**src/rtl/srbs_pkg.sv**
```systemverilog
`timescale 1ns / 1ps
package srbs_pkg;

    localparam int KEY_BYTES = 6;
    localparam int LOC_BYTES = 25;
    localparam int REC_BYTES = 32;
    localparam int REC_SHIFT = 5;
    localparam int KEY_W     = 48;

    typedef enum logic [1:0] {
        STATUS_FOUND      = 2'd0,
        STATUS_NOT_FOUND  = 2'd1,
        STATUS_FORMAT_ERR = 2'd2
    } status_t;

    typedef enum logic [1:0] {
        CMP_LT = 2'd0,
        CMP_EQ = 2'd1,
        CMP_GT = 2'd2
    } cmp_t;

    typedef enum logic [2:0] {
        ST_IDLE,
        ST_PROBE,
        ST_CMP,
        ST_LOC_RD,
        ST_LOC_WAIT,
        ST_RES_ERR,
        ST_RES_MISS
    } state_t;

    // Controller to datapath
    typedef struct packed {
        logic    load;
        logic    start;
        logic    probe;
        logic    step;
        logic    loc_rd;
        logic    emit_byte;
        logic    emit_status;
        status_t code;
    } ctrl_cmd_t;

    // Datapath to controller
    typedef struct packed {
        logic table_err;
        logic search_open;
        logic cmp_eq;
        logic out_free;
        logic loc_last;
    } dp_status_t;

    // Byte-wise unsigned compare, most significant first; stops at a shared zero byte
    function automatic cmp_t key_compare(logic [KEY_W-1:0] stored, logic [KEY_W-1:0] wanted);
        cmp_t       res;
        logic       done;
        logic [7:0] a;
        logic [7:0] b;
        res  = CMP_EQ;
        done = 1'b0;
        for (int i = 0; i < KEY_BYTES; i++)
        begin
            a = stored[8*(KEY_BYTES-1-i) +: 8];
            b = wanted[8*(KEY_BYTES-1-i) +: 8];
            if (!done)
            begin
                if (a != b)
                begin
                    res  = (a < b) ? CMP_LT : CMP_GT;
                    done = 1'b1;
                end
                else if (a == 8'd0)
                begin
                    done = 1'b1;
                end
            end
        end
        return res;
    endfunction

endpackage

```
**src/rtl/srbs_ctrl.sv**
```systemverilog
`timescale 1ns / 1ps
// Sequencer: accepts items, steps the binary search and paces the result items
module srbs_ctrl (
    input  logic                   clk,
    input  logic                   rst_n,
    input  logic                   s_tvalid,
    input  logic                   mode,
    input  srbs_pkg::dp_status_t   sts,
    output srbs_pkg::ctrl_cmd_t    cmd,
    output logic                   s_tready
);

    srbs_pkg::state_t state_reg;
    srbs_pkg::state_t state_next;

    always_ff @(posedge clk or negedge rst_n)
    begin
        if (!rst_n)
        begin
            state_reg <= srbs_pkg::ST_IDLE;
        end
        else
        begin
            state_reg <= state_next;
        end
    end

    // Next state
    always_comb
    begin
        state_next = state_reg;
        case (state_reg)
            srbs_pkg::ST_IDLE:
            begin
                if (s_tvalid && mode)
                begin
                    state_next = sts.table_err ? srbs_pkg::ST_RES_ERR : srbs_pkg::ST_PROBE;
                end
            end
            srbs_pkg::ST_PROBE:
            begin
                state_next = sts.search_open ? srbs_pkg::ST_CMP : srbs_pkg::ST_RES_MISS;
            end
            srbs_pkg::ST_CMP:
            begin
                state_next = sts.cmp_eq ? srbs_pkg::ST_LOC_RD : srbs_pkg::ST_PROBE;
            end
            srbs_pkg::ST_LOC_RD:
            begin
                state_next = srbs_pkg::ST_LOC_WAIT;
            end
            srbs_pkg::ST_LOC_WAIT:
            begin
                if (sts.out_free)
                begin
                    state_next = sts.loc_last ? srbs_pkg::ST_IDLE : srbs_pkg::ST_LOC_RD;
                end
            end
            srbs_pkg::ST_RES_ERR,
            srbs_pkg::ST_RES_MISS:
            begin
                if (sts.out_free)
                begin
                    state_next = srbs_pkg::ST_IDLE;
                end
            end
            default:
            begin
                state_next = srbs_pkg::ST_IDLE;
            end
        endcase
    end

    // Commands
    always_comb
    begin
        cmd          = '0;
        cmd.code     = srbs_pkg::STATUS_NOT_FOUND;
        s_tready     = 1'b0;
        case (state_reg)
            srbs_pkg::ST_IDLE:
            begin
                s_tready  = 1'b1;
                cmd.load  = s_tvalid && !mode;
                cmd.start = s_tvalid && mode;
            end
            srbs_pkg::ST_PROBE:
            begin
                cmd.probe = sts.search_open;
            end
            srbs_pkg::ST_CMP:
            begin
                cmd.step = 1'b1;
            end
            srbs_pkg::ST_LOC_RD:
            begin
                cmd.loc_rd = 1'b1;
            end
            srbs_pkg::ST_LOC_WAIT:
            begin
                cmd.emit_byte = sts.out_free;
            end
            srbs_pkg::ST_RES_ERR:
            begin
                cmd.emit_status = sts.out_free;
                cmd.code        = srbs_pkg::STATUS_FORMAT_ERR;
            end
            srbs_pkg::ST_RES_MISS:
            begin
                cmd.emit_status = sts.out_free;
                cmd.code        = srbs_pkg::STATUS_NOT_FOUND;
            end
            default:
            begin
                cmd = '0;
            end
        endcase
    end

endmodule

```
**config.mk**
```make
export PLATFORM = sky130hd
export DESIGN_NAME = srbs_ctrl
export DESIGN_NICKNAME = d
export VERILOG_FILES = /design/src/rtl/srbs_pkg.sv /design/src/rtl/srbs_ctrl.sv
export SDC_FILE = /design/constraint.sdc
export NUM_CORES = 1
export LEC_CHECK = 0
export ABC_AREA = 0
export BUFFER_PORTS_ARGS = -buffer_cell sky130_fd_sc_hd__buf_2
export CAP_MARGIN = 40
export CORE_AREA = 2 2 39 41
export CTS_BUF_LIST = sky130_fd_sc_hd__clkbuf_8
export CTS_CLUSTER_DIAMETER = 30
export DETAILED_ROUTE_END_ITERATION = 16
export DIE_AREA = 0 0 41 43
export GPL_ROUTABILITY_DRIVEN = 0
export PLACE_DENSITY_LB_ADDON = 0.08
export SLEW_MARGIN = 10
export SYNTH_ARGS = -nofsm -noshare
export SYNTH_HDL_FRONTEND = slang
export SYNTH_SLANG_ARGS = --single-unit
```
**constraint.sdc**
```tcl
create_clock -name clk -period 1.5 [get_ports clk]
set_clock_uncertainty 0.15 [all_clocks]
set_input_delay 0.45 -clock clk [delete_from_list [all_inputs] [get_ports clk]]
set_output_delay 0.45 -clock clk [all_outputs]
set_load 0.005 [all_outputs]
```
---- Word level (Yosys, flattened, before mapping) ----
Index checks and enable logic that the tools add are counted.
Widths: inputs -> output; s select.
word-level totals
  output and inout port bits .............. 10
  word-level logic and storage cells ...... 32
  bits in registers ....................... 3
  input bits .............................. 9
cells by class
  equality and inequality tests ........... 9
  reductions and logical operators ........ 7
  muxes and demuxes ....................... 15
operators by type and width
  cell                count
  $pmux 3 s6          1
  $mux 3              5
  $eq 3x3->1 const B  3
  $pmux 3 s3          1
  $eq 3x2->1 const B  2
  $mux 2              3
  $ne 2x2->1 const B  3
  $mux 1              5
  $reduce_or 5->1     1
  $eq 3x1->1 const B  1
  $logic_not 3->1     1
  $reduce_and 3->1    1
  $logic_and 1x1->1   2
  $reduce_or 2->1     1
  $logic_not 1->1     1

---- Depth between registers and ports, before layout ----
Gate-level depths: netlist of run 1.
  depth in word-level cells ............... 4
  gate-level depth with buffers ........... 4
  gate-level depth less buffers ........... 3

---- Least setup slack after synthesis of run 1 ----
No wires, ideal clock.
  path type ............................... register to output
  start point ............................. register state_reg[2]
  end point ............................... output cmd[7] (netlist name)
  setup slack ............................. 0.012 ns
  data arrival time ....................... 0.888 ns
  data required time ...................... 0.900 ns
  buffers on the path ..................... 0
  stages on the path, launching flop included .. 3
  cell sequence ........................... dfrtp_1 nor3_2 and3_4
RTL lines
  what                    line             text
  start, declared         srbs_ctrl.sv:13  srbs_pkg::state_t state_reg;
  start signal, assigned  srbs_ctrl.sv:20  state_reg <= srbs_pkg::ST_IDLE;
  start signal, assigned  srbs_ctrl.sv:24  state_reg <= state_next;
  end, declared           srbs_ctrl.sv:9   output srbs_pkg::ctrl_cmd_t cmd,

==> results of run 1 <==
## per-layer routing
metal	share of wire (%)	wire, um	vias up	track usage (%)
li1	-	-	187	-
met2	51	476	8	18.75
met1	45	423	177	16.77
met5	0	0	-	0
met4	0	0	0	6.000
met3	3.5	33	0	1.571
## stage by stage
step	TNS, ps	instances	power (mW)
3_3_place_gp	-62.70	77	0.7711
3_5_place_dp	-101.5	77	0.7626
2_1_floorplan	0	36	0.4853
6_report	-1651	84	1.207
4_1_cts	-1711	84	1.116
5_1_grt	-2160	84	1.308
## synth_stat cells, drive strengths merged
cell type	count	area, um^2
and3b	1	10.01
inv	2	7.510
nor2	7	26.28
and3	2	17.52
nor2b	1	6.260
o21ai	2	10.00
nand2b	1	6.260
dfrtp	3	75.07
o2bb2ai	1	15.01
nand2	2	7.510
xnor2	1	8.760
a2111oi	1	10.01
or2	1	6.260
and2	1	6.260
nor3b	1	7.510
nor3	2	15.01
mux2i	1	10.01
o32ai	1	8.760
a21oi	3	15.01
buf	2	12.51
## path summary, 6_finish.rpt
path / from / end / slack, ps / cells past startpoint
worst max-delay path: state_reg[2] / cmd[8] / -250 / 3
worst min-delay path: sts[4] / state_reg[2] / 320 / 2
worst max register to register: state_reg[1] / state_reg[1] / 60 / 5
worst min register to register: state_reg[2] / state_reg[2] / 570 / 3
max in group asynchronous: rst_n / state_reg[2] / 670 / 2
min in group asynchronous: rst_n / state_reg[0] / 410 / 2
## cells by family (layout without fill, tap and decap cells)
logic type | count (synthesis) | count (layout) | share of synthesized area (%)
multiplexers | 1 | 1 | 3.556
XOR/XNOR | 1 | 1 | 3.112
AND/OR/NAND/NOR | 19 | 19 | 38.68
buffers and inverters | 4 | 36 | 7.111
flip-flops | 3 | 3 | 26.67
AO/OA/AOI/OAI | 8 | 8 | 20.88
## placed cells by master, fill, tap and decap left out, drive strengths merged
cell type / n
nor3b: 1
and3: 2
dlygate4sd3: 1
o2bb2ai: 1
inv: 3
or2: 1
nand2b: 1
mux2i: 1
a21oi: 3
nor2b: 1
dfrtp: 3
nand2: 2
and3b: 1
clkbuf: 3
a2111oi: 1
buf: 29
xnor2: 1
nor3: 2
nor2: 7
o32ai: 1
o21ai: 2
and2: 1
## cell type report
type	instances	area, um^2
clock buffers	3	41.29
clock inverters	1	3.754
fillers	146	789.5
inverters	2	7.507
multi-input cells	29	242.7
flip-flops and latches	3	78.83
well taps	16	20.02
repair buffers	30	200.2
## report_power, final
group,switching [mW],internal (mW)
logic,0.339,0.447
clock network,0.0474,0.174
registers,0.0686,0.131
## timing repair
item                       CTS  global route
pin swaps                    3             1
cloned                       0             0
gates resized for setup      9             8
setup endpoints to repair   11            11
hold buffers                 1             0
hold endpoints to repair     3             0
setup buffers                2             0
==> impl_metrics.json, run 1 <==
{
  "holdWs_ps": 316.2,
  "max_stage_delay_ps": 430,
  "violations": "negative setup slack",
  "placed_cell_area_um2": 446.7,
  "io_pins": 19,
  "p_per_area_nw_per_um2": 2030,
  "start_util_pct": 20.34,
  "slowest_stage": "dfrtp_2",
  "numCtsBuffers": 3,
  "portBuffers": 18,
  "ant_nets": 0,
  "dieWidth_um": 41,
  "cp-start-kind": "flop",
  "avgSynthCellArea_um2": 7.820,
  "rows": 14,
  "critPathRequiredTime_ps": 900,
  "fp.dieH_um": 43,
  "run_status": "finished with violations",
  "hp-class": "primary input to flop",
  "dp_hpwl_um": 639.4,
  "crit_type": "flop to primary output",
  "worst_slew_pin_slew_ps": 252.2,
  "wl_um": 933,
  "synth.net_count": 45,
  "grt_max_degree": 8,
  "cts.clk_slew.worst_paths_ps": 30,
  "area_delta_synth_final_pct": 111.1,
  "synth_cells": 36,
  "largest_reg_flops": 3,
  "final_core_util_pct": 42.95,
  "yosys_warnings": 0,
  "fmax_mhz": 572.7,
  "finalCritPeriodShare_pct": 116.4,
  "slew_violations": 0,
  "pre_cts_ws_ps": -32.42,
  "seq_area_frac_synth_pct": 26.67,
  "diodes": 0,
  "irDropWorstVdd_mv": 0.9174,
  "clk_latency_ps": 210,
  "track_usage_pct": 12.46,
  "end_kind": "primary output",
  "critPathArrivalTime_ps": 1150,
  "power.static_leakage_nw": 0.2994,
  "overflow": 0,
  "wire_per_inst_um": 11.11,
  "cts_tree": "built",
  "final-hold-violation-count": 0,
  "drive_above_1_share_pct": 69.12,
  "drv_cap": 0,
  "setup_viol": 10,
  "syn_area_um2": 281.5,
  "grt_setup_unrepaired": "yes",
  "critPathMaxFanout": 4,
  "route.detailed.drc": 0,
  "maxSlewHeadroom_pct": 83.19,
  "worstPathCellList": "nor3_4, and3b_2, buf_2",
  "critPathBufInv": 1,
  "crit_family": "flip-flops",
  "fin_nets": 78,
  "synth_cell_types": 24,
  "fp.dieArea_um2": 1763,
  "cts_buffer_depth": 2,
  "vias_per_cell": 4.429,
  "via_count": 372,
  "htree_levels": 1,
  "setup_slack_ps": -246.1,
  "coreArea_um2": 1384,
  "clockRootBuffer": "clkbuf_8",
  "design_area_um2": 594.3,
  "ys_seq_elements": 3,
  "drt_iter0_markers": 5,
  "dr.pass1.iters": 3,
  "period_needed_ps": 1746,
  "grt_pass1_wl_um": 1538,
  "clkSinkCount": 3,
  "antenna_found_initial": 0,
  "grt_pass1_vias": 386
}
Power figures use the tool's default switching activity.
==> run 2: changes to the inputs <==
Settings changed: CELL_PAD_IN_SITES_DETAIL_PLACEMENT from default to 1, CELL_PAD_IN_SITES_GLOBAL_PLACEMENT from default to 1.
==> impl_metrics.json, run 2 (synthesis results as in run 1) <==
{
  "violations": "negative setup slack",
  "drt_iter0_markers": 1,
  "run_status": "finished with violations",
  "final_cell_mix": "16 x buf_2, 8 x buf_4, 7 x nor2_1",
  "rows": 14,
  "vias_per_cell": 4.541,
  "drv_cap": 0,
  "nFillCells": 180,
  "via_count": 386,
  "track_usage_pct": 11.97,
  "overflow": 0,
  "period_needed_ps": 1754,
  "clkSinkCount": 3,
  "slowest_stage": "dfrtp_1",
  "cts.clk_slew.worst_paths_ps": 30,
  "power.static_leakage_nw": 0.3106,
  "critPathRequiredTime_ps": 900,
  "largest_reg_flops": 3,
  "diodes": 0,
  "dr.pass1.iters": 4,
  "clk_latency_ps": 210,
  "setup_viol": 10,
  "dieWidth_um": 41,
  "cts_buffer_depth": 2,
  "drive_above_1_share_pct": 65.22,
  "slew_violations": 0,
  "final-hold-violation-count": 0,
  "worst_slew_pin_slew_ps": 283.6,
  "crit_family": "flip-flops",
  "cp-start-kind": "flop",
  "p_per_area_nw_per_um2": 1946,
  "area_delta_synth_final_pct": 107.1,
  "coreArea_um2": 1384,
  "final_common_cell": "buf_2",
  "setup_tns_ps": -1987,
  "wl_um": 958,
  "cts_tree": "built",
  "fin_nets": 79,
  "grt_setup_unrepaired": "yes",
  "irDropWorstVdd_mv": 0.8823,
  "pre_cts_ws_ps": -57.99,
  "grt_max_degree": 12,
  "antenna_found_initial": 0,
  "io_pins": 19,
  "max_stage_delay_ps": 420,
  "htree_levels": 1,
  "grt_pass1_vias": 373,
  "route.detailed.drc": 0,
  "clockRootBuffer": "clkbuf_8",
  "start_util_pct": 20.34,
  "fp.dieH_um": 43,
  "final_cell_count_no_fill": 85,
  "ant_nets": 0,
  "portBuffers": 18,
  "maxSlewHeadroom_pct": 81.06,
  "dp_cells": 77,
  "hp-class": "primary input to flop",
  "grt_pass1_wl_um": 1455,
  "end_kind": "primary output",
  "critPathArrivalTime_ps": 1150,
  "critPathMaxFanout": 4,
  "fmax_mhz": 570.0,
  "dp_hpwl_um": 758.9,
  "fp.dieArea_um2": 1763,
  "critPathBufInv": 1,
  "finalCritPeriodShare_pct": 117.0,
  "p_total_mw": 1.134,
  "numCtsBuffers": 3,
  "final_core_util_pct": 42.13,
  "wire_per_inst_um": 11.27,
  "crit_type": "flop to primary output",
  "worstPathCellList": "or2_2, nor2_1, buf_2",
  "setup_slack_ps": -254.3
}
[run 2: cell types whose count changed in the layout (fill, tap and decap cells not counted), sizes merged]
cell / delta
buf: +1
[run 2: routing by layer]
layer | vias up | share of wire, % | global-route usage, %
li1 | 190 | - | -
met1 | 188 | 37 | 13.59
met2 | 8 | 60 | 20.31
met3 | 0 | 2.7 | 1.571
met4 | 0 | 0 | 6.000
met5 | - | 0 | 0
[run 2: final timing paths]
| check | startpoint | endpoint | slack, ps | depth (start not counted) |
|---|---|---|---|---|
| max in group asynchronous | rst_n | state_reg[1] | 670 | 2 |
| min reg2reg | state_reg[1] | state_reg[0] | 560 | 2 |
| max | state_reg[2] | cmd[5] | -250 | 3 |
| max reg2reg | state_reg[1] | state_reg[2] | 50 | 6 |
| min | sts[4] | state_reg[2] | 310 | 2 |
| min in group asynchronous | rst_n | state_reg[2] | 410 | 2 |
[run 2: power breakdown]
| part | switching (mW) | total [mW] | internal, mW | leakage (nW) |
|---|---|---|---|---|
| Combinational | 0.317 | 0.727 | 0.411 | 0.248 |
| Clock | 0.0497 | 0.224 | 0.174 | 0.0269 |
| Sequential | 0.0579 | 0.184 | 0.126 | 0.0356 |
| Total | 0.424 | 1.13 | 0.710 | 0.311 |
[run 2: final cells by class]
type,count,area (um^2),share of cell area [%]
tap,16,20.02,3.433
clock buffer,3,41.29,7.082
sequential,3,76.32,13.09
inverter,2,7.507,1.288
multi-input combinational,29,216.5,37.12
timing repair buffer,31,217.7,37.34
clock inverter,1,3.754,0.6438
[run 2: timing repair]
action,in CTS,in global routing
endpoints found under the setup margin,11,11
setup buffers,2,2
pin swaps,3,1
hold endpoints to repair,3,0
gates cloned,0,0
hold buffers,1,0
resized for setup,5,10
[run 2: metrics by stage]
| step | cell area (um^2) | hold slack [ps] |
|---|---|---|
| after floorplan | 281.5 | 4.409 |
| after global placement | 446.7 | 93.80 |
| after detailed placement | 446.7 | 97.82 |
| after CTS | 540.5 | 311.5 |
| after global routing | 583.1 | 312.6 |
| final | 583.1 | 311.7 |
